===== src/hw/rtl/bcvt_pkg.sv =====
// shared types, constants and the rate table for the breath cycle valve timer
// no dependencies
package bcvt_pkg;

  localparam int unsigned RateW   = 8;
  localparam int unsigned TickW   = 8;
  localparam int unsigned CountW  = 16;
  localparam int unsigned PhaseW  = 2;
  localparam int unsigned QuotW   = 6;   // 60 div rate fits in six bits
  localparam int unsigned NumW    = 13;  // 75 * 60 = 4500 fits in 13 bits
  localparam int unsigned StepW   = 4;
  localparam int unsigned TickLengthReset = 20;

  // period / 4 = 25 * q, period * 3 / 4 = 75 * q
  localparam int unsigned InhaleScale = 25;
  localparam int unsigned ExhaleScale = 75;

  localparam logic [PhaseW-1:0] PhaseNone   = 2'd0;
  localparam logic [PhaseW-1:0] PhaseInhale = 2'd1;
  localparam logic [PhaseW-1:0] PhaseExhale = 2'd2;

  typedef struct packed {
    logic load;    // capture the item and start the divider
    logic step;    // one divider iteration
    logic commit;  // update the breath state and the output item
  } cmd_t;

  typedef struct packed {
    logic last_step;
  } status_t;

  // 60 div rate, 0 for rate 0 and for rates above 60
  function automatic logic [QuotW-1:0] rate_quot(input logic [RateW-1:0] r);
    logic [QuotW-1:0] q;
    if (r == 8'd0)       q = 6'd0;
    else if (r == 8'd1)  q = 6'd60;
    else if (r == 8'd2)  q = 6'd30;
    else if (r == 8'd3)  q = 6'd20;
    else if (r == 8'd4)  q = 6'd15;
    else if (r == 8'd5)  q = 6'd12;
    else if (r == 8'd6)  q = 6'd10;
    else if (r == 8'd7)  q = 6'd8;
    else if (r == 8'd8)  q = 6'd7;
    else if (r <= 8'd10) q = 6'd6;
    else if (r <= 8'd12) q = 6'd5;
    else if (r <= 8'd15) q = 6'd4;
    else if (r <= 8'd20) q = 6'd3;
    else if (r <= 8'd30) q = 6'd2;
    else if (r <= 8'd60) q = 6'd1;
    else                 q = 6'd0;
    return q;
  endfunction

endpackage


===== src/hw/rtl/breath_cycle_valve_timer.sv =====
// top level of the breath cycle valve timer: controller plus datapath
// depends on bcvt_pkg, bcvt_ctrl and bcvt_datapath
//
//   channel   signals                                      direction
//   input     in_valid_i, in_stall_o, breath_rate_i        item in
//   output    out_valid_o, out_stall_i, open_valves_o,     item out
//             close_valves_o, sound_notify_o, phase_o
//   config    cfg_we_i, cfg_wdata_i (tick_length)          write only
//
// an item goes through a load step, 13 divider iterations (one quotient bit per cycle
// for both phase lengths) and a commit step, and waits longer if the output item is
// still stalled at commit time.
// the next item is taken while a finished item waits at the output.
// reset clears the breath state and sets tick_length to 20.
module breath_cycle_valve_timer (
  input  logic                        clk_i,
  input  logic                        rst_ni,
  input  logic                        cfg_we_i,
  input  logic [bcvt_pkg::TickW-1:0]  cfg_wdata_i,
  input  logic                        in_valid_i,
  output logic                        in_stall_o,
  input  logic [bcvt_pkg::RateW-1:0]  breath_rate_i,
  output logic                        out_valid_o,
  input  logic                        out_stall_i,
  output logic                        open_valves_o,
  output logic                        close_valves_o,
  output logic                        sound_notify_o,
  output logic [bcvt_pkg::PhaseW-1:0] phase_o
);

  bcvt_pkg::cmd_t    cmd;
  bcvt_pkg::status_t status;

  bcvt_ctrl u_ctrl (
    .clk_i       (clk_i),
    .rst_ni      (rst_ni),
    .in_valid_i  (in_valid_i),
    .in_stall_o  (in_stall_o),
    .out_valid_o (out_valid_o),
    .out_stall_i (out_stall_i),
    .status_i    (status),
    .cmd_o       (cmd)
  );

  bcvt_datapath u_datapath (
    .clk_i          (clk_i),
    .rst_ni         (rst_ni),
    .cfg_we_i       (cfg_we_i),
    .cfg_wdata_i    (cfg_wdata_i),
    .breath_rate_i  (breath_rate_i),
    .cmd_i          (cmd),
    .status_o       (status),
    .open_valves_o  (open_valves_o),
    .close_valves_o (close_valves_o),
    .sound_notify_o (sound_notify_o),
    .phase_o        (phase_o)
  );

endmodule


===== src/hw/rtl/bcvt_ctrl.sv =====
// controller for the breath cycle valve timer: sequences load, divide and commit
// and owns the input stall and output valid; depends on bcvt_pkg
module bcvt_ctrl (
  input  logic              clk_i,
  input  logic              rst_ni,
  input  logic              in_valid_i,
  output logic              in_stall_o,
  output logic              out_valid_o,
  input  logic              out_stall_i,
  input  bcvt_pkg::status_t status_i,
  output bcvt_pkg::cmd_t    cmd_o
);

  typedef enum logic [1:0] {
    StIdle,
    StDivide,
    StFinish
  } state_e;

  state_e state_q;
  logic   out_valid_q;
  logic   out_free;

  assign out_free    = !out_valid_q || !out_stall_i;
  assign in_stall_o  = (state_q != StIdle);
  assign out_valid_o = out_valid_q;

  always_comb begin
    cmd_o        = '0;
    cmd_o.load   = (state_q == StIdle) && in_valid_i;
    cmd_o.step   = (state_q == StDivide);
    cmd_o.commit = (state_q == StFinish) && out_free;
  end

  always_ff @(posedge clk_i or negedge rst_ni) begin
    if (!rst_ni) begin
      state_q     <= StIdle;
      out_valid_q <= 1'b0;
    end else begin
      // a new item replaces one that leaves in the same cycle
      if (cmd_o.commit) begin
        out_valid_q <= 1'b1;
      end else if (out_valid_q && !out_stall_i) begin
        out_valid_q <= 1'b0;
      end
      case (state_q)
        StIdle: begin
          if (in_valid_i) begin
            state_q <= StDivide;
          end
        end
        StDivide: begin
          if (status_i.last_step) begin
            state_q <= StFinish;
          end
        end
        StFinish: begin
          if (out_free) begin
            state_q <= StIdle;
          end
        end
        default: begin
          state_q <= StIdle;
        end
      endcase
    end
  end

endmodule


===== src/hw/rtl/bcvt_datapath.sv =====
// datapath for the breath cycle valve timer: two-lane restoring divider for the
// phase lengths, breath phase state and the output item register; depends on bcvt_pkg
module bcvt_datapath (
  input  logic                          clk_i,
  input  logic                          rst_ni,
  input  logic                          cfg_we_i,
  input  logic [bcvt_pkg::TickW-1:0]    cfg_wdata_i,
  input  logic [bcvt_pkg::RateW-1:0]    breath_rate_i,
  input  bcvt_pkg::cmd_t                cmd_i,
  output bcvt_pkg::status_t             status_o,
  output logic                          open_valves_o,
  output logic                          close_valves_o,
  output logic                          sound_notify_o,
  output logic [bcvt_pkg::PhaseW-1:0]   phase_o
);

  localparam int unsigned NumW   = bcvt_pkg::NumW;
  localparam int unsigned TickW  = bcvt_pkg::TickW;
  localparam int unsigned CountW = bcvt_pkg::CountW;
  localparam int unsigned PhaseW = bcvt_pkg::PhaseW;
  localparam int unsigned StepW  = bcvt_pkg::StepW;
  localparam logic [StepW-1:0] LastStep = StepW'(NumW - 1);

  // configuration
  logic [TickW-1:0] tick_length_q;

  // divider
  logic [TickW-1:0] div_q;
  logic [NumW-1:0]  up_q, dn_q;      // numerator in, quotient out
  logic [TickW-1:0] up_rem_q, dn_rem_q;
  logic [StepW-1:0] step_q;
  logic             running_q;       // nonzero rate for this item
  logic [TickW:0]   up_trial, dn_trial;
  logic             up_ge, dn_ge;
  logic [bcvt_pkg::QuotW-1:0] quot;

  // breath state
  logic [CountW-1:0] inhale_ticks_q, inhale_ticks_d;
  logic [CountW-1:0] exhale_ticks_q, exhale_ticks_d;
  logic              inhale_started_q, inhale_started_d;
  logic              exhale_started_q, exhale_started_d;
  logic [PhaseW-1:0] phase_q, phase_d;
  logic              open_d, close_d, notify_d;

  // output item
  logic              open_q, close_q, notify_q;
  logic [PhaseW-1:0] phase_out_q;

  assign quot = bcvt_pkg::rate_quot(breath_rate_i);

  assign up_trial = {up_rem_q, up_q[NumW-1]};
  assign dn_trial = {dn_rem_q, dn_q[NumW-1]};
  assign up_ge    = (up_trial >= {1'b0, div_q});
  assign dn_ge    = (dn_trial >= {1'b0, div_q});

  assign status_o.last_step = (step_q == LastStep);

  always_ff @(posedge clk_i or negedge rst_ni) begin
    if (!rst_ni) begin
      tick_length_q <= TickW'(bcvt_pkg::TickLengthReset);
    end else if (cfg_we_i) begin
      tick_length_q <= cfg_wdata_i;
    end
  end

  always_ff @(posedge clk_i) begin
    if (cmd_i.load) begin
      // a zero tick length divides as one
      div_q     <= (tick_length_q == '0) ? TickW'(1) : tick_length_q;
      up_q      <= NumW'(quot * bcvt_pkg::InhaleScale);
      dn_q      <= NumW'(quot * bcvt_pkg::ExhaleScale);
      up_rem_q  <= '0;
      dn_rem_q  <= '0;
      step_q    <= '0;
      running_q <= (breath_rate_i != '0);
    end else if (cmd_i.step) begin
      up_rem_q <= up_ge ? TickW'(up_trial - {1'b0, div_q}) : TickW'(up_trial);
      dn_rem_q <= dn_ge ? TickW'(dn_trial - {1'b0, div_q}) : TickW'(dn_trial);
      up_q     <= {up_q[NumW-2:0], up_ge};
      dn_q     <= {dn_q[NumW-2:0], dn_ge};
      step_q   <= step_q + StepW'(1);
    end
  end

  // one tick of the breath cycle, with up_q and dn_q holding the phase lengths
  always_comb begin
    inhale_ticks_d   = inhale_ticks_q;
    exhale_ticks_d   = exhale_ticks_q;
    inhale_started_d = inhale_started_q;
    exhale_started_d = exhale_started_q;
    phase_d          = phase_q;
    open_d           = 1'b0;
    close_d          = 1'b0;
    notify_d         = 1'b0;
    if (running_q) begin
      inhale_ticks_d = inhale_ticks_q + CountW'(1);
      if (!inhale_started_q) begin
        inhale_started_d = 1'b1;
        open_d           = 1'b1;
        phase_d          = bcvt_pkg::PhaseInhale;
        notify_d         = 1'b1;
        exhale_started_d = 1'b0;
        exhale_ticks_d   = '0;
      end
      if (inhale_ticks_d > CountW'(up_q)) begin
        exhale_ticks_d = exhale_ticks_d + CountW'(1);
        inhale_ticks_d = CountW'(up_q);
        if (!exhale_started_d) begin
          exhale_started_d = 1'b1;
          close_d          = 1'b1;
          phase_d          = bcvt_pkg::PhaseExhale;
          notify_d         = 1'b1;
        end
        if (exhale_ticks_d > CountW'(dn_q)) begin
          inhale_ticks_d   = '0;
          inhale_started_d = 1'b0;
        end
      end
    end else if (inhale_started_q) begin
      // rate dropped to zero: close the valves, no sound notify
      close_d          = 1'b1;
      inhale_started_d = 1'b0;
      exhale_started_d = 1'b1;
    end
  end

  always_ff @(posedge clk_i or negedge rst_ni) begin
    if (!rst_ni) begin
      inhale_ticks_q   <= '0;
      exhale_ticks_q   <= '0;
      inhale_started_q <= 1'b0;
      exhale_started_q <= 1'b0;
      phase_q          <= bcvt_pkg::PhaseNone;
    end else if (cmd_i.commit) begin
      inhale_ticks_q   <= inhale_ticks_d;
      exhale_ticks_q   <= exhale_ticks_d;
      inhale_started_q <= inhale_started_d;
      exhale_started_q <= exhale_started_d;
      phase_q          <= phase_d;
    end
  end

  always_ff @(posedge clk_i) begin
    if (cmd_i.commit) begin
      open_q      <= open_d;
      close_q     <= close_d;
      notify_q    <= notify_d;
      phase_out_q <= phase_d;
    end
  end

  assign open_valves_o  = open_q;
  assign close_valves_o = close_q;
  assign sound_notify_o = notify_q;
  assign phase_o        = phase_out_q;

endmodule

===== config.mk =====
export PLATFORM = sky130hd
export DESIGN_NAME = breath_cycle_valve_timer
export DESIGN_NICKNAME = d
export VERILOG_FILES = /design/src/hw/rtl/bcvt_pkg.sv /design/src/hw/rtl/breath_cycle_valve_timer.sv /design/src/hw/rtl/bcvt_ctrl.sv /design/src/hw/rtl/bcvt_datapath.sv
export SDC_FILE = /design/constraint.sdc
export NUM_CORES = 1
export LEC_CHECK = 0
export ABC_CLOCK_PERIOD_IN_PS = 7670
export BUFFER_PORTS_ARGS = -buffer_cell sky130_fd_sc_hd__buf_2
export CAP_MARGIN = 25
export CELL_PAD_IN_SITES_DETAIL_PLACEMENT = 0
export CELL_PAD_IN_SITES_GLOBAL_PLACEMENT = 1
export CORE_ASPECT_RATIO = 0.5
export CORE_MARGIN = 8
export CORE_UTILIZATION = 53
export DETAILED_ROUTE_END_ITERATION = 7
export HOLD_SLACK_MARGIN = 0.03
export PLACE_DENSITY = 0.88
export SLEW_MARGIN = 20
export SYNTH_ARGS = -nofsm -noshare
export SYNTH_HDL_FRONTEND = slang
export SYNTH_SLANG_ARGS = --single-unit
export TNS_END_PERCENT = 1

===== constraint.sdc =====
create_clock -name clk_i -period 7.67 [get_ports clk_i]
set_clock_uncertainty 0.1 [all_clocks]
set_input_delay 2.301 -clock clk_i [delete_from_list [all_inputs] [get_ports clk_i]]
set_output_delay 2.301 -clock clk_i [all_outputs]
set_load 0.005 [all_outputs]

==> results, run 1 <==
- The shortest period the worst path allows is roughly 6.6 ns.
- The sequential cells in the finished layout cover a total of ~2800 µm².
- The first global-routing pass estimated 28300 µm of wire.
- In the final routed layout, each cell accounts on average for 16.1 µm.
- The total global routing overflow is 0.
- Using the TritonRoute via totals, the vias-per-cell ratio works out to ~5.8.
- The maximum vdd ir drop is ~140 µV.
- The starting density of the core is between 50% and 60%.
- Once placement completed, the tool counted placed cells totaling just over 1000.
- Counting flops and latches in the post-synthesis netlist gives 107.
- The number of enable-type register cells in the synthesized netlist is 38.
- Once routing completed, OpenROAD measured the worst setup slack at ~1.1 ns.
- The launching element type of the critical path is a primary input.
- Of all cell types, the one taking the most synthesized area is sky130_fd_sc_hd__edfxtp_1.
- Based on the critical path, the design can be clocked at up to between 150 and 200 MHz.
- The count of final setup violators is 0.
- Global routing used 18.7% of the available tracks.
- The number of antenna repair diodes is 0.
- The area of placed instances is 7890 µm².
- Among all flip-flop cells after synthesis, the most frequent one is sky130_fd_sc_hd__dfrtp_1.
- The tree built by TritonCTS fans out to 107 sinks.
- The clock latency on the worst-skew pair is 0.36 ns.
- In this run the power density over the cells is about 310 nW/µm².
- By startpoint and endpoint, the worst setup path is classified as in -> reg.
- The depth of the worst register-to-register path is 16.
- After filler insertion, the fill cell instance count of the layout stands at 1297.
- The path with the worst hold slack has its endpoint at u_datapath.dn_rem_q[7].
- In this run the number of H-tree levels came out at 3.
- After synthesis, flip-flops and latches occupy a little over a third of the total area.
- Post-CTS repair changed the size of 0 cells.
- The share of synthesized flip-flops with an asynchronous set or reset is 43.9%.
- TritonCTS built the clock tree.
- The number of nets handed over by synthesis was between 900 and 1000.
- The post-route netlist has between 10% and 20% of its cells at a drive strength greater than 1.
- In this run the worst path has a maximum fanout of 8.
- The transition time of the tightest slew-check pin is about 0.98 ns.
- CTS placed an instance of sky130_fd_sc_hd__clkbuf_16 at the clock tree root.
- The die covers roughly 19000 µm².
- The cell repeated most along the worst path is sky130_fd_sc_hd__ha_1.
- Setup repair after global routing left no endpoint under its margin.
- The TritonCTS buffer count is 9.
- The worst setup path is captured at a flop.
- The number of buffers added on ports is 27.
- The hold path startpoint is u_datapath.dn_rem_q[7].
- The number of warnings issued by yosys is 0.
- 28 I/O pins were placed.
- The via count of the first global-routing pass came to approximately 5900.
- The number of antenna violations at the first check in global routing is 0.
- For this design, the slowest cell found on the critical path is sky130_fd_sc_hd__or4_1.
- The congestion estimate from routability-driven global placement came to about 0.86.
- For this run, the slowest stage of the critical path takes ~0.66 ns.
- The clock-pin slew on the worst setup and hold paths is 0.08 ns.
- The signal on the critical path passes through buf_2 > or4_1 > or2_2 > mux2_2 > o22ai_1 > ha_1 > ha_1 > ha_1 > ha_1 > fa_1 > a21o_1 > a21oi_1 > o21bai_1 > a21oi_1 > nor2b_1 > o21ai_0 > o21ai_0.
- In this run, post-CTS hold repair placed 0 buffers.
- The finished cells cover around 8200 µm².
- The width of the die is approximately 190 µm.
- After the first detailed-routing iteration, the DRC count stood at around 380.
- The max-cap violation count is 0.
- Headroom to the max-slew limit came out at 34.6%.
- STA puts the critical path data arrival time at between 6 and 7 ns.
- The count of final hold-check violations is 0.
- The required time of the worst setup path is roughly 7.7 ns.
- The number of setup buffers added after CTS is 0.
- The worst hold path passes through 2 cells.
- The worst reg2reg path endpoint is u_datapath.inhale_ticks_q[6].
- For this design the static power due to leakage is between 0.003 and 0.004 µW.
- The core region is 14200 µm².
- The maximum root-to-sink buffer count is 2.
- The layout net count is ~950.
- The portion of synthesized cell area occupied by the leading cell type is 15.0%.
- The beginning of the worst register-to-register path is u_datapath.inhale_started_q.
- The detail route stage leaves a number of antenna-violating nets equal to 0.
- The internal reg-to-reg setup slack is 2.65 ns.
- Summing all multi-input logic gate instances after layout gives between 4000 and 5000 µm².
- From synthesis to final layout, the design area changed by 7.57%.
- The total standard cell area after synthesis is 7610 µm².
- In the post-synthesis netlist, the biggest area contributors are sky130_fd_sc_hd__edfxtp_1, sky130_fd_sc_hd__dfrtp_1, sky130_fd_sc_hd__ha_1.
- From bottom edge to top edge, the die measures 101 µm.
- The row count is 31.
- The final non-filler cell total is roughly 1000.
- The via total after detailed routing is around 6000.
- After routing, the total negative slack on setup checks comes to 0 ns.
- The number of pins with negative max-slew slack in the final report is 0.
- The largest net degree at the start of global routing is between 40 and 50.
- Of the available clock period, the critical path in the final layout requires between 80 and 90%.
- The netlist uses 65 different library cells.
- Before CTS, the worst setup slack after placement is just over 0.7 ns.
- The routed design has 16800 µm of wire.
- The flow ran to the end, and the final reports show no timing, DRC or antenna violations.
- The detailed-route DRC error count is 0.
- Detailed placement ended at an HPWL of ~12000 µm.
- The length of the first detailed-routing pass in iterations is 7.
- The synthesized instance count is 843.
- The worst hold-check path type is reg -> reg.
- The per-instance average area after synthesis is around 9 µm².
-- placed cells by master (no fill, tap or decap), types with 6 or more instances in the layout --
cell type	Yosys	routed
sky130_fd_sc_hd__dfxtp_1	22	22
sky130_fd_sc_hd__nor2b_1	12	12
sky130_fd_sc_hd__clkbuf_16	0	9
sky130_fd_sc_hd__nor2_1	54	54
sky130_fd_sc_hd__xor2_1	24	24
sky130_fd_sc_hd__nand3_1	40	40
sky130_fd_sc_hd__o31ai_1	9	9
sky130_fd_sc_hd__buf_2	11	27
sky130_fd_sc_hd__a21oi_1	41	41
sky130_fd_sc_hd__nand4_1	27	27
sky130_fd_sc_hd__and3_1	11	11
sky130_fd_sc_hd__mux2i_1	13	13
sky130_fd_sc_hd__xnor2_1	22	22
sky130_fd_sc_hd__a211oi_1	6	6
sky130_fd_sc_hd__a21o_1	14	14
sky130_fd_sc_hd__nand2_1	81	81
sky130_fd_sc_hd__and2_1	8	8
sky130_fd_sc_hd__fa_1	7	7
sky130_fd_sc_hd__nand2b_1	6	6
sky130_fd_sc_hd__mux2_2	13	13
sky130_fd_sc_hd__inv_1	58	58
sky130_fd_sc_hd__o21ai_0	54	54
sky130_fd_sc_hd__edfxtp_1	38	38
sky130_fd_sc_hd__or2_2	8	8
sky130_fd_sc_hd__nor3_1	20	20
sky130_fd_sc_hd__o21a_1	6	6
sky130_fd_sc_hd__dfrtp_1	45	45
sky130_fd_sc_hd__buf_4	0	11
sky130_fd_sc_hd__ha_1	82	82
-- kinds of logic after synthesis --
| family | share of synthesized area [%] |
|---|---|
| fa+ha+maj | 15.3 |
| mux | 3.63 |
| flops | 36.3 |
| xor+xnor | 5.30 |
| simple gates | 18.7 |
| compound gates | 15.1 |
| buf+inv | 5.66 |
-- worst max-delay path, delay by kind of cell --
kind / cells / cell delay [ns]
AO/OA/AOI/OAI: 7 / 1.33
multiplexers: 1 / 0.26
buffers and inverters: 1 / 0.10
adder cells (fa/ha/maj): 5 / 1.53
AND/OR/NAND/NOR: 3 / 1.05
-- state kept, by name (all words and copies together), names as in the netlist --
signal / count
u_datapath.dn_rem_q: 8
u_datapath.div_q: 8
u_datapath.inhale_ticks_q: 16
u_datapath.sound_notify_o: 1
u_datapath.step_q: 4
u_ctrl.out_valid_o: 1
u_datapath.running_q: 1
u_datapath.phase_q: 2
u_datapath.up_q: 13
u_datapath.close_valves_o: 1
u_datapath.inhale_started_q: 1
u_datapath.exhale_ticks_q: 16
u_datapath.tick_length_q: 8
u_datapath.exhale_started_q: 1
u_datapath.phase_o: 2
u_datapath.open_valves_o: 1
u_ctrl.state_q: 2
u_datapath.up_rem_q: 8
u_datapath.dn_q: 13
-- worst max-delay path by stage --
stage                                start             endpoint  slack [ns]  cells after the start
after floorplan           breath_rate_i[7]  u_datapath.dn_q[10]        1.10                     16
after global placement    breath_rate_i[7]  u_datapath.dn_q[10]        0.79                     16
after detailed placement  breath_rate_i[7]  u_datapath.dn_q[11]        0.71                     17
after CTS                 breath_rate_i[7]  u_datapath.dn_q[11]        1.09                     17
after global routing      breath_rate_i[7]  u_datapath.dn_q[11]        0.82                     17
final                     breath_rate_i[7]  u_datapath.dn_q[11]        1.09                     17
-- routing by layer --
| metal | wire length [µm] | global-route usage [%] | up-vias |
|---|---|---|---|
| li1 | - | - | 3025 |
| met1 | 8370 | 25.7 | 2888 |
| met2 | 7550 | 30.2 | 119 |
| met3 | 723 | 3.20 | 14 |
| met4 | 184 | 4.22 | 0 |
| met5 | 0 | 0 | - |
-- report_power, final --
| group | internal [µW] | switching, µW | total (µW) |
|---|---|---|---|
| clock network | 226 | 232 | 458 |
| registers | 817 | 127 | 944 |
| logic | 466 | 707 | 1170 |
-- stage by stage --
stage / total power (µW) / util, % / hold WS, ns
floorplan: 1800 / - / 0.326
global route: 2780 / 57.5 / 0.390
detailed placement: 2120 / 55.5 / 0.353
global placement: 2060 / 55.4 / 0.336
CTS: 2580 / 57.5 / 0.367
finish: 2570 / 57.5 / 0.363
-- Yosys cell counts, types with 5 or more instances --
master                     instances
sky130_fd_sc_hd__nand2_1          81
sky130_fd_sc_hd__o21a_1            6
sky130_fd_sc_hd__a31oi_1           5
sky130_fd_sc_hd__a211oi_1          6
sky130_fd_sc_hd__o31ai_1           9
sky130_fd_sc_hd__inv_1            58
sky130_fd_sc_hd__nor2b_1          12
sky130_fd_sc_hd__and3_1           11
sky130_fd_sc_hd__or2_2             8
sky130_fd_sc_hd__nand3_1          40
sky130_fd_sc_hd__fa_1              7
sky130_fd_sc_hd__nand2b_1          6
sky130_fd_sc_hd__a21o_1           14
sky130_fd_sc_hd__xor2_1           24
sky130_fd_sc_hd__a21oi_1          41
sky130_fd_sc_hd__o21ai_0          54
sky130_fd_sc_hd__o311ai_0          5
sky130_fd_sc_hd__ha_1             82
sky130_fd_sc_hd__mux2i_1          13
sky130_fd_sc_hd__and2_1            8
sky130_fd_sc_hd__edfxtp_1         38
sky130_fd_sc_hd__clkbuf_1         34
sky130_fd_sc_hd__nor3_1           20
sky130_fd_sc_hd__xnor2_1          22
sky130_fd_sc_hd__buf_2            11
sky130_fd_sc_hd__dfrtp_1          45
sky130_fd_sc_hd__nand4_1          27
sky130_fd_sc_hd__nor2_1           54
sky130_fd_sc_hd__dfxtp_1          22
sky130_fd_sc_hd__mux2_2           13
-- final cells by class --
class	count	share of cell area [%]
clock inverters	7	0.780
clock buffers	9	2.75
well taps	198	3.03
flip-flops and latches	107	33.7
multi-input cells	627	54.2
inverters	60	2.75
repair buffers	39	2.80
No activity file was read; power rests on OpenSTA's default activity.
==> run 2: changes to the inputs <==
--- a/config.mk
+++ b/config.mk
@@ -10,7 +10,7 @@
 export CAP_MARGIN = 25
 export CELL_PAD_IN_SITES_DETAIL_PLACEMENT = 0
 export CELL_PAD_IN_SITES_GLOBAL_PLACEMENT = 1
-export CORE_ASPECT_RATIO = 0.5
+export CORE_ASPECT_RATIO = 0.75
 export CORE_MARGIN = 8
 export CORE_UTILIZATION = 53
 export DETAILED_ROUTE_END_ITERATION = 7
==> results, run 2 (synthesis gave the netlist of run 1 again) <==
- The run finished with clean final reports.
- The peak clock frequency supported by timing is 152 MHz (+0.29%).
- The starting density of the core is 53.3% (-0.11 points).
- The clock-pin slew on the worst setup and hold paths is 0.07 ns (about the same).
- The via count of the first global-routing pass came to 5937 (+1.5%).
- The number of buffers added on ports is 27 (unchanged).
- The iteration-0 DRC count of the detailed router is 463 (+23%).
- The number of setup buffers added after CTS was 0 (unchanged).
- Among cell families on the critical path, the largest total delay comes from compound AO/OA/AOI/OAI gates.
- The required time of the worst setup path is 7.67 ns (about the same).
- The post-route core utilization came to 57.2% (-0.29 points).
- The width of the die is 154 µm (-17%).
- The floorplan die height came to 120 µm (+19%).
- The wire length of the first global-routing pass is 29300 µm (+3.6%).
- The global routing met3 resource utilization is 3.27% (+0.067 points).
- The signal on the critical path passes through buf_2 > or4_1 > or2_2 > mux2_2 > o22ai_1 > ha_1 > ha_1 > fa_1 > ha_1 > a21o_1 > a21oi_1 > nor2b_1 > o21a_1 > o41a_1 > xnor2_1 > o21ai_0.
- The beginning of the worst register-to-register path is u_datapath.inhale_started_q.
- The worst-case headroom to the max-slew limit is 35.4% (+0.87 points).
- The number of gates given a new drive strength after cts is 0 (unchanged).
- The row count is 38 (+23%).
- The worst register-to-register path ends at u_datapath.inhale_ticks_q[6].
- The max-cap violation count was 0 (unchanged).
- The clock tree from TritonCTS is done.
- The count of final setup violators is 0 (unchanged).
- The data arrival at the endpoint of the critical path is 6.56 ns (-0.02 ns).
- The global router's overall resource usage is 19.4% (+0.70 points).
- The global routing stage identified its most utilized layer as met2.
- The total global routing overflow came to 0 (unchanged).
- The detailed-route DRC error count was 0 (unchanged).
- The via density per instance came to 5.96 (+3.2%).
- The transition time of the tightest slew-check pin is 0.967 ns (-0.0131 ns).
- The depth of the worst register-to-register path came to 15 (-1).
- The number of pins with negative max-slew slack in the final report is 0 (unchanged).
- The combinational power share was 44.8% (-0.7 points).
- STA classifies the critical path endpoint as a flop.
- The length of the first detailed-routing pass in iterations is 5 (-2).
- Leaving out fill and tap cells, the most frequent cells in the layout are sky130_fd_sc_hd__ha_1, sky130_fd_sc_hd__nand2_1, sky130_fd_sc_hd__inv_1, sky130_fd_sc_hd__nor2_1, sky130_fd_sc_hd__o21ai_0.
- The instance count along the most critical hold path is 2 (unchanged).
- The type of the setup path with the least slack is in -> reg.
- The area growth from synthesis to layout is 7.24%.
- The total power density per cell area came to 317 nW/µm² (+0.70%).
- The TritonCTS buffer count is 9 (unchanged).
- The finished layout cell area is 8160 µm² (-0.31%).
- The ratio of cells with drive above 1 in the final layout came to 9.79% (-0.22 points).
- The routed wire length per instance is 17.0 µm (+5.8%).
- The number of antenna repair diodes is 0 (unchanged).
- The number of filler cells placed in the layout is 1259 (-2.9%).
- The share of total power consumed by net switching is 40.8% (-0.58 points).
- The maximum vdd ir drop is 188 µV (+39%).
- The internal reg-to-reg setup slack is 2.36 ns (-0.29 ns).
- The startpoint identified for the worst hold timing path is u_datapath.dn_rem_q[7].
- The area of placed instances came to 7860 µm² (-0.43%).
- The residual antenna-violating net count after detailed routing is 0 (unchanged).
- The layout net count is 953 (-0.10%).
- The largest individual stage delay along the critical path comes from the cell sky130_fd_sc_hd__or4_1.
- The power share of the sequential group is 37.3% (+0.6 points).
- The fraction of the cycle the final worst path needs is 85.6% (-0.25 points).
- The launching element type of the critical path is a primary input.
- Setup repair after global routing left no endpoint under its margin.
- The leakage power is 0.00374 µW (about the same).
- The detailed placement HPWL is 12800 µm (+5.4%).
- The count of final hold-check violations is 0 (unchanged).
- The maximum level of the CTS H-tree is 3 (unchanged).
- The net switching component of the power was 1050 µW (-1.0%).
- The area of the core came to 14300 µm² (+0.20%).
- The via total after detailed routing was 6129 (+1.4%).
- The routed wire length is 17500 µm (+3.9%).
- The number of antenna violations at the first check in global routing is 0 (unchanged).
- The largest net degree at the start of global routing is 48 (unchanged).
- The met2 layer usage reported by global route is 30.8% (+0.61 points).
- The placer's final routability congestion estimate is 0.872 (+1.6%).
- The clock tree root buffer cell is sky130_fd_sc_hd__clkbuf_16.
- The number of buffers inserted for hold repair after clock tree synthesis was 0 (unchanged).
- The internal power summed over all cells is 1530 µW (+1.4%).
- The worst hold-check path type is reg -> reg.
- The delay of the slowest critical-path stage came to 0.66 ns (about the same).
- The clock latency on the worst-skew pair is 0.36 ns (about the same).
- The boundary pin count is 28 (unchanged).
- The number of sinks handled by clock tree synthesis is 107 (unchanged).
- The share of power burned in the clock network was 18.0% (+0.2 points).
- The maximum root-to-sink buffer count is 2 (unchanged).
- The count of buffering cells on the critical path with inverters included is 1 (unchanged).
- The shortest period the worst path allows is 6.56 ns (-0.0190 ns).
- The setup TNS is 0 ns (unchanged).
- The end of the worst hold path is u_datapath.dn_rem_q[7].
- The routing usage on met1 is 26.6% (+0.84 points).
- In the final layout, the registers with the most flip-flops are u_datapath.exhale_ticks_q x16, u_datapath.inhale_ticks_q x16.
- Leaving out fill and tap cells, the most frequent cell in the layout is sky130_fd_sc_hd__ha_1.
- In this design, the critical path's most frequently occurring cell is sky130_fd_sc_hd__ha_1.
- The critical-path maximum fanout is 8 (unchanged).
- The die footprint is 18500 µm² (-1.0%).
-- run 2: changes by cell type in the layout (fill, tap and decap cells not counted) --
cell / change
sky130_fd_sc_hd__clkbuf_8: +1
sky130_fd_sc_hd__clkbuf_16: +1
sky130_fd_sc_hd__nor4b_1: -1
sky130_fd_sc_hd__clkinv_1: +1
sky130_fd_sc_hd__buf_6: -1
sky130_fd_sc_hd__inv_6: -1
sky130_fd_sc_hd__inv_8: -1
sky130_fd_sc_hd__nor4b_2: +1
sky130_fd_sc_hd__clkinv_8: -1
sky130_fd_sc_hd__clkbuf_1: +1
sky130_fd_sc_hd__clkinvlp_4: -1
-- run 2: worst max-delay path by stage --
| stage | startpoint | endpoint | slack [ns] | depth (start not counted) |
|---|---|---|---|---|
| 6_report | breath_rate_i[7] | u_datapath.dn_q[10] | 1.11 | 16 |
| 5_1_grt | breath_rate_i[7] | u_datapath.dn_q[10] | 0.82 | 16 |
| 4_1_cts | breath_rate_i[7] | u_datapath.dn_q[10] | 1.09 | 16 |
| 3_5_place_dp | breath_rate_i[7] | u_datapath.dn_q[11] | 0.73 | 16 |
| 3_3_place_gp | breath_rate_i[7] | u_datapath.dn_q[10] | 0.83 | 16 |
| 2_1_floorplan | breath_rate_i[7] | u_datapath.dn_q[10] | 1.10 | 16 |
-- run 2: area by class of cell --
type	count	area (µm²)	area share (%)
Clock buffer	12	268	3.28
Multi-Input combinational cell	627	4440	54.4
Inverter	60	225	2.76
Sequential cell	107	2760	33.8
Tap cell	180	225	2.76
Clock inverter	4	23.8	0.291
Timing Repair Buffer	38	218	2.67
-- run 2: power groups by stage --
| stage | clock network, µW | logic (µW) | registers [µW] |
|---|---|---|---|
| floorplan | 0 | 891 | 909 |
| detailed placement | 0 | 1140 | 969 |
| CTS | 473 | 1150 | 958 |
| global placement | 0 | 1080 | 960 |
| finish | 465 | 1160 | 963 |
| global route | 497 | 1310 | 983 |
-- run 2: routing by layer --
metal / up-vias / share of wire (%)
li1: 3018 / -
met1: 2982 / 50
met2: 109 / 45
met3: 20 / 3.5
met4: 0 / 1.6
met5: - / 0
-- run 2: through the flow --
| stage | hold WS (ns) | total power, µW | setup WS [ns] | std cells |
|---|---|---|---|---|
| global route | 0.399 | 2790 | 0.820 | 1028 |
| floorplan | 0.326 | 1800 | 1.10 | 843 |
| detailed placement | 0.361 | 2110 | 0.733 | 1012 |
| global placement | 0.335 | 2040 | 0.831 | 1012 |
| CTS | 0.372 | 2580 | 1.09 | 1028 |
| finish | 0.368 | 2580 | 1.11 | 1028 |
-- run 2: worst min-delay path, cell delays in order (launching register included) --
cell and delay, ns:
sky130_fd_sc_hd__dfxtp_1 0.32, sky130_fd_sc_hd__nand2_1 0.05, sky130_fd_sc_hd__o31ai_1 0.06
==> run 3: changes to the inputs <==
--- a/config.mk
+++ b/config.mk
@@ -5,17 +5,17 @@
 export SDC_FILE = /design/constraint.sdc
 export NUM_CORES = 1
 export LEC_CHECK = 0
-export ABC_CLOCK_PERIOD_IN_PS = 7670
+export ABC_CLOCK_PERIOD_IN_PS = 7320
 export BUFFER_PORTS_ARGS = -buffer_cell sky130_fd_sc_hd__buf_2
 export CAP_MARGIN = 25
 export CELL_PAD_IN_SITES_DETAIL_PLACEMENT = 0
 export CELL_PAD_IN_SITES_GLOBAL_PLACEMENT = 1
 export CORE_ASPECT_RATIO = 0.75
 export CORE_MARGIN = 8
-export CORE_UTILIZATION = 53
+export CORE_UTILIZATION = 49
 export DETAILED_ROUTE_END_ITERATION = 7
 export HOLD_SLACK_MARGIN = 0.03
-export PLACE_DENSITY = 0.88
+export PLACE_DENSITY = 0.82
 export SLEW_MARGIN = 20
 export SYNTH_ARGS = -nofsm -noshare
 export SYNTH_HDL_FRONTEND = slang
==> constraint.sdc (replaced) <==
create_clock -name clk_i -period 7.32 [get_ports clk_i]
set_clock_uncertainty 0.1 [all_clocks]
set_input_delay 2.196 -clock clk_i [delete_from_list [all_inputs] [get_ports clk_i]]
set_output_delay 2.196 -clock clk_i [all_outputs]
set_load 0.005 [all_outputs]
==> results, run 3 (synthesis gave the netlist of run 1 again) <==
- The total global routing overflow came to 0 (unchanged).
- In this run the most critical hold path is launched from u_datapath.up_rem_q[7].
- The beginning of the worst register-to-register path is u_datapath.inhale_started_q.
- TritonCTS built the clock tree.
- The clock tree root buffer cell is sky130_fd_sc_hd__clkbuf_16.
- The number of pins with negative max-slew slack in the final report is 0 (unchanged).
- STA classifies the critical path endpoint as a flop.
- The number of setup buffers added after CTS is 0 (unchanged).
- The floorplan die height was 124 µm (+3.5%).
- The length of the first detailed-routing pass in iterations is 5 (unchanged).
- The instance count along the most critical hold path was 2 (unchanged).
- The global router's overall resource usage came to 18.0% (-1.4 points).
- The worst hold-check path type is reg -> reg.
- Leaving out fill and tap cells, the most frequent cell in the layout is sky130_fd_sc_hd__ha_1.
- The leakage power came to 0.00377 µW (+0.78%).
- The row count was 39 (+2.6%).
- The largest net degree at the start of global routing came to 48 (unchanged).
- The routed wire length was 17500 µm (about the same).
- The wire length of the first global-routing pass is 29100 µm (-0.87%).
- The detailed placement HPWL is 13200 µm (+2.6%).
- The width of the die was 160 µm (+3.6%).
- The required time of the worst setup path is 7.32 ns (-0.35 ns).
- The boundary pin count was 28 (unchanged).
- The total power density per cell area is 335 nW/µm² (+5.9%).
- The placer's final routability congestion estimate came to 0.834 (-4.4%).
- The data arrival at the endpoint of the critical path is 6.37 ns (-0.19 ns).
- The top cell types in the final layout, fill and taps aside, are sky130_fd_sc_hd__ha_1, sky130_fd_sc_hd__nand2_1, sky130_fd_sc_hd__inv_1, sky130_fd_sc_hd__nor2_1, sky130_fd_sc_hd__o21ai_0.
- In the final layout, the registers with the most flip-flops are u_datapath.exhale_ticks_q x16, u_datapath.inhale_ticks_q x16.
- The TritonCTS buffer count is 9 (unchanged).
- The area of the core came to 15200 µm² (+6.7%).
- The launching element type of the critical path is a primary input.
- The share of total power consumed by net switching is 40.3% (-0.52 points).
- The setup TNS is 0 ns (unchanged).
- The routed wire length per instance is 16.6 µm (-2.5%).
- The slack of the critical path came to 0.945 ns (-0.161 ns).
- The fraction of the cycle the final worst path needs is slightly below 90%.
- The maximum root-to-sink buffer count came to 2 (unchanged).
- The residual antenna-violating net count after detailed routing is 0 (unchanged).
- The iteration-0 DRC count of the detailed router is 420 (-9.3%).
- The total power draw is 2760 µW (+6.9%).
- The type of the setup path with the least slack is in -> reg.
- The die footprint is 19800 µm² (+7.2%).
- The ratio of cells with drive above 1 in the final layout is 10.2% (+0.45 points).
- After layout, the minimum clock period comes to approximately 6.4 ns.
- The detailed-route DRC error count is 0 (unchanged).
- The global routing stage identified its most utilized layer as met2.
- The share of power burned in the clock network is 19.9% (+1.9 points).
- The number of gates given a new drive strength after cts is 0 (unchanged).
- The starting density of the core is 50.0% (-3.4 points).
- The number of buffers inserted for hold repair after clock tree synthesis is 0 (unchanged).
- The depth of the worst register-to-register path is 15 (unchanged).
- The number of buffers added on ports is 27 (unchanged).
- The post-placement worst setup slack came to 0.616 ns (-0.117 ns).
- The count of final hold-check violations was 0 (unchanged).
- The layout net count came to 955 (+0.21%).
- The routing usage on met1 came to 24.4% (-2.1 points).
- The via total after detailed routing is 6089 (-0.65%).
- The maximum vdd ir drop came to 172 µV (-8.5%).
- The met2 layer usage reported by global route was 29.5% (-1.3 points).
- The clock latency on the worst-skew pair is 0.36 ns (about the same).
- The number of antenna violations at the first check in global routing is 0 (unchanged).
- The max-cap violation count is 0 (unchanged).
- The via density per instance is 5.77 (-3.2%).
- The net switching component of the power is 1110 µW (+5.5%).
- The endpoint identified for the worst register-to-register timing path is u_datapath.inhale_ticks_q[6].
- The clock-pin slew on the worst setup and hold paths is 0.08 ns (about the same).
- The post-placement cell count is 1039 (+2.7%).
- The end of the worst hold path is u_datapath.up_rem_q[7].
- The critical-path maximum fanout is 8 (unchanged).
- The transition time of the tightest slew-check pin was 0.941 ns (-0.0263 ns).
- The count of final setup violators is 0 (unchanged).
- The layout overhead on the synthesized area is 8.27%.
- Setup repair after global routing left no endpoint under its margin.
- The combinational power share is 43.7% (-1.1 points).
- For this run, the top clock speed supported by timing is around 160 MHz.
- The flow ran to the end, and the final reports show no timing, DRC or antenna violations.
- The power share of the sequential group was 36.4% (-0.9 points).
- The final non-filler cell total is 1055 (+2.6%).
- The maximum level of the CTS H-tree is 3 (unchanged).
- The number of sinks handled by clock tree synthesis is 107 (unchanged).
- The area of placed instances is 7910 µm² (+0.59%).
- The number of antenna repair diodes is 0 (unchanged).
- The via count of the first global-routing pass came to 5867 (-1.2%).
- The worst-case headroom to the max-slew limit came to 37.2% (+1.8 points).
- The global routing met3 resource utilization is 3.37% (+0.10 points).
- The finished layout cell area was 8240 µm² (+0.97%).
- The internal power summed over all cells is 1650 µW (+7.8%).
- The internal reg-to-reg setup slack came to 1.94 ns (-0.42 ns).
run 3: how the worst max path moves through the flow:
stage	depth (start not counted)	slack, ns	start	endpoint
floorplan	16	0.85	breath_rate_i[7]	u_datapath.dn_q[10]
global placement	17	0.73	breath_rate_i[7]	u_datapath.dn_q[10]
detailed placement	17	0.62	breath_rate_i[7]	u_datapath.dn_q[11]
CTS	17	0.99	breath_rate_i[7]	u_datapath.dn_q[11]
global route	16	0.68	breath_rate_i[7]	u_datapath.dn_q[11]
finish	16	0.94	breath_rate_i[7]	u_datapath.dn_q[11]
run 3: worst max-delay path: stages:
cell	delay, ns
sky130_fd_sc_hd__buf_2	0.10
sky130_fd_sc_hd__or4_1	0.65
sky130_fd_sc_hd__nor3_1	0.39
sky130_fd_sc_hd__nor3b_2	0.47
sky130_fd_sc_hd__ha_1	0.35
sky130_fd_sc_hd__fa_1	0.52
sky130_fd_sc_hd__inv_1	0.04
sky130_fd_sc_hd__ha_1	0.28
sky130_fd_sc_hd__ha_1	0.33
sky130_fd_sc_hd__a21o_1	0.17
sky130_fd_sc_hd__a21oi_1	0.24
sky130_fd_sc_hd__o21bai_1	0.10
sky130_fd_sc_hd__a21oi_1	0.22
sky130_fd_sc_hd__nor2b_1	0.07
sky130_fd_sc_hd__o21ai_0	0.15
sky130_fd_sc_hd__o21ai_0	0.09
run 3: layout make-up:
cell class	instances	area, µm²
tap	205	256
sequential	107	2760
clock buffer	9	225
fill	1393	6990
timing repair buffer	40	233
clock inverter	7	105
inverter	60	225
multi-input combinational	627	4430
run 3: per-stage QoR:
stage / hold slack [ns] / util (%)
2_1_floorplan: 0.326 / -
3_3_place_gp: 0.340 / 51.9
3_5_place_dp: 0.348 / 51.9
4_1_cts: 0.362 / 54.1
5_1_grt: 0.379 / 54.1
6_report: 0.360 / 54.1
run 3: power groups by stage:
stage | combinational (µW) | clock (µW) | sequential, µW
3_3_place_gp | 1150 | 0 | 1010
2_1_floorplan | 933 | 0 | 952
4_1_cts | 1210 | 557 | 1000
6_report | 1210 | 549 | 1010
5_1_grt | 1370 | 577 | 1030
3_5_place_dp | 1200 | 0 | 1010
run 3: per-layer routing:
metal / vias to the layer above / wire, µm
li1: 3019 / -
met1: 2947 / 8680
met2: 106 / 7960
met3: 17 / 649
met4: 0 / 199
met5: - / 0
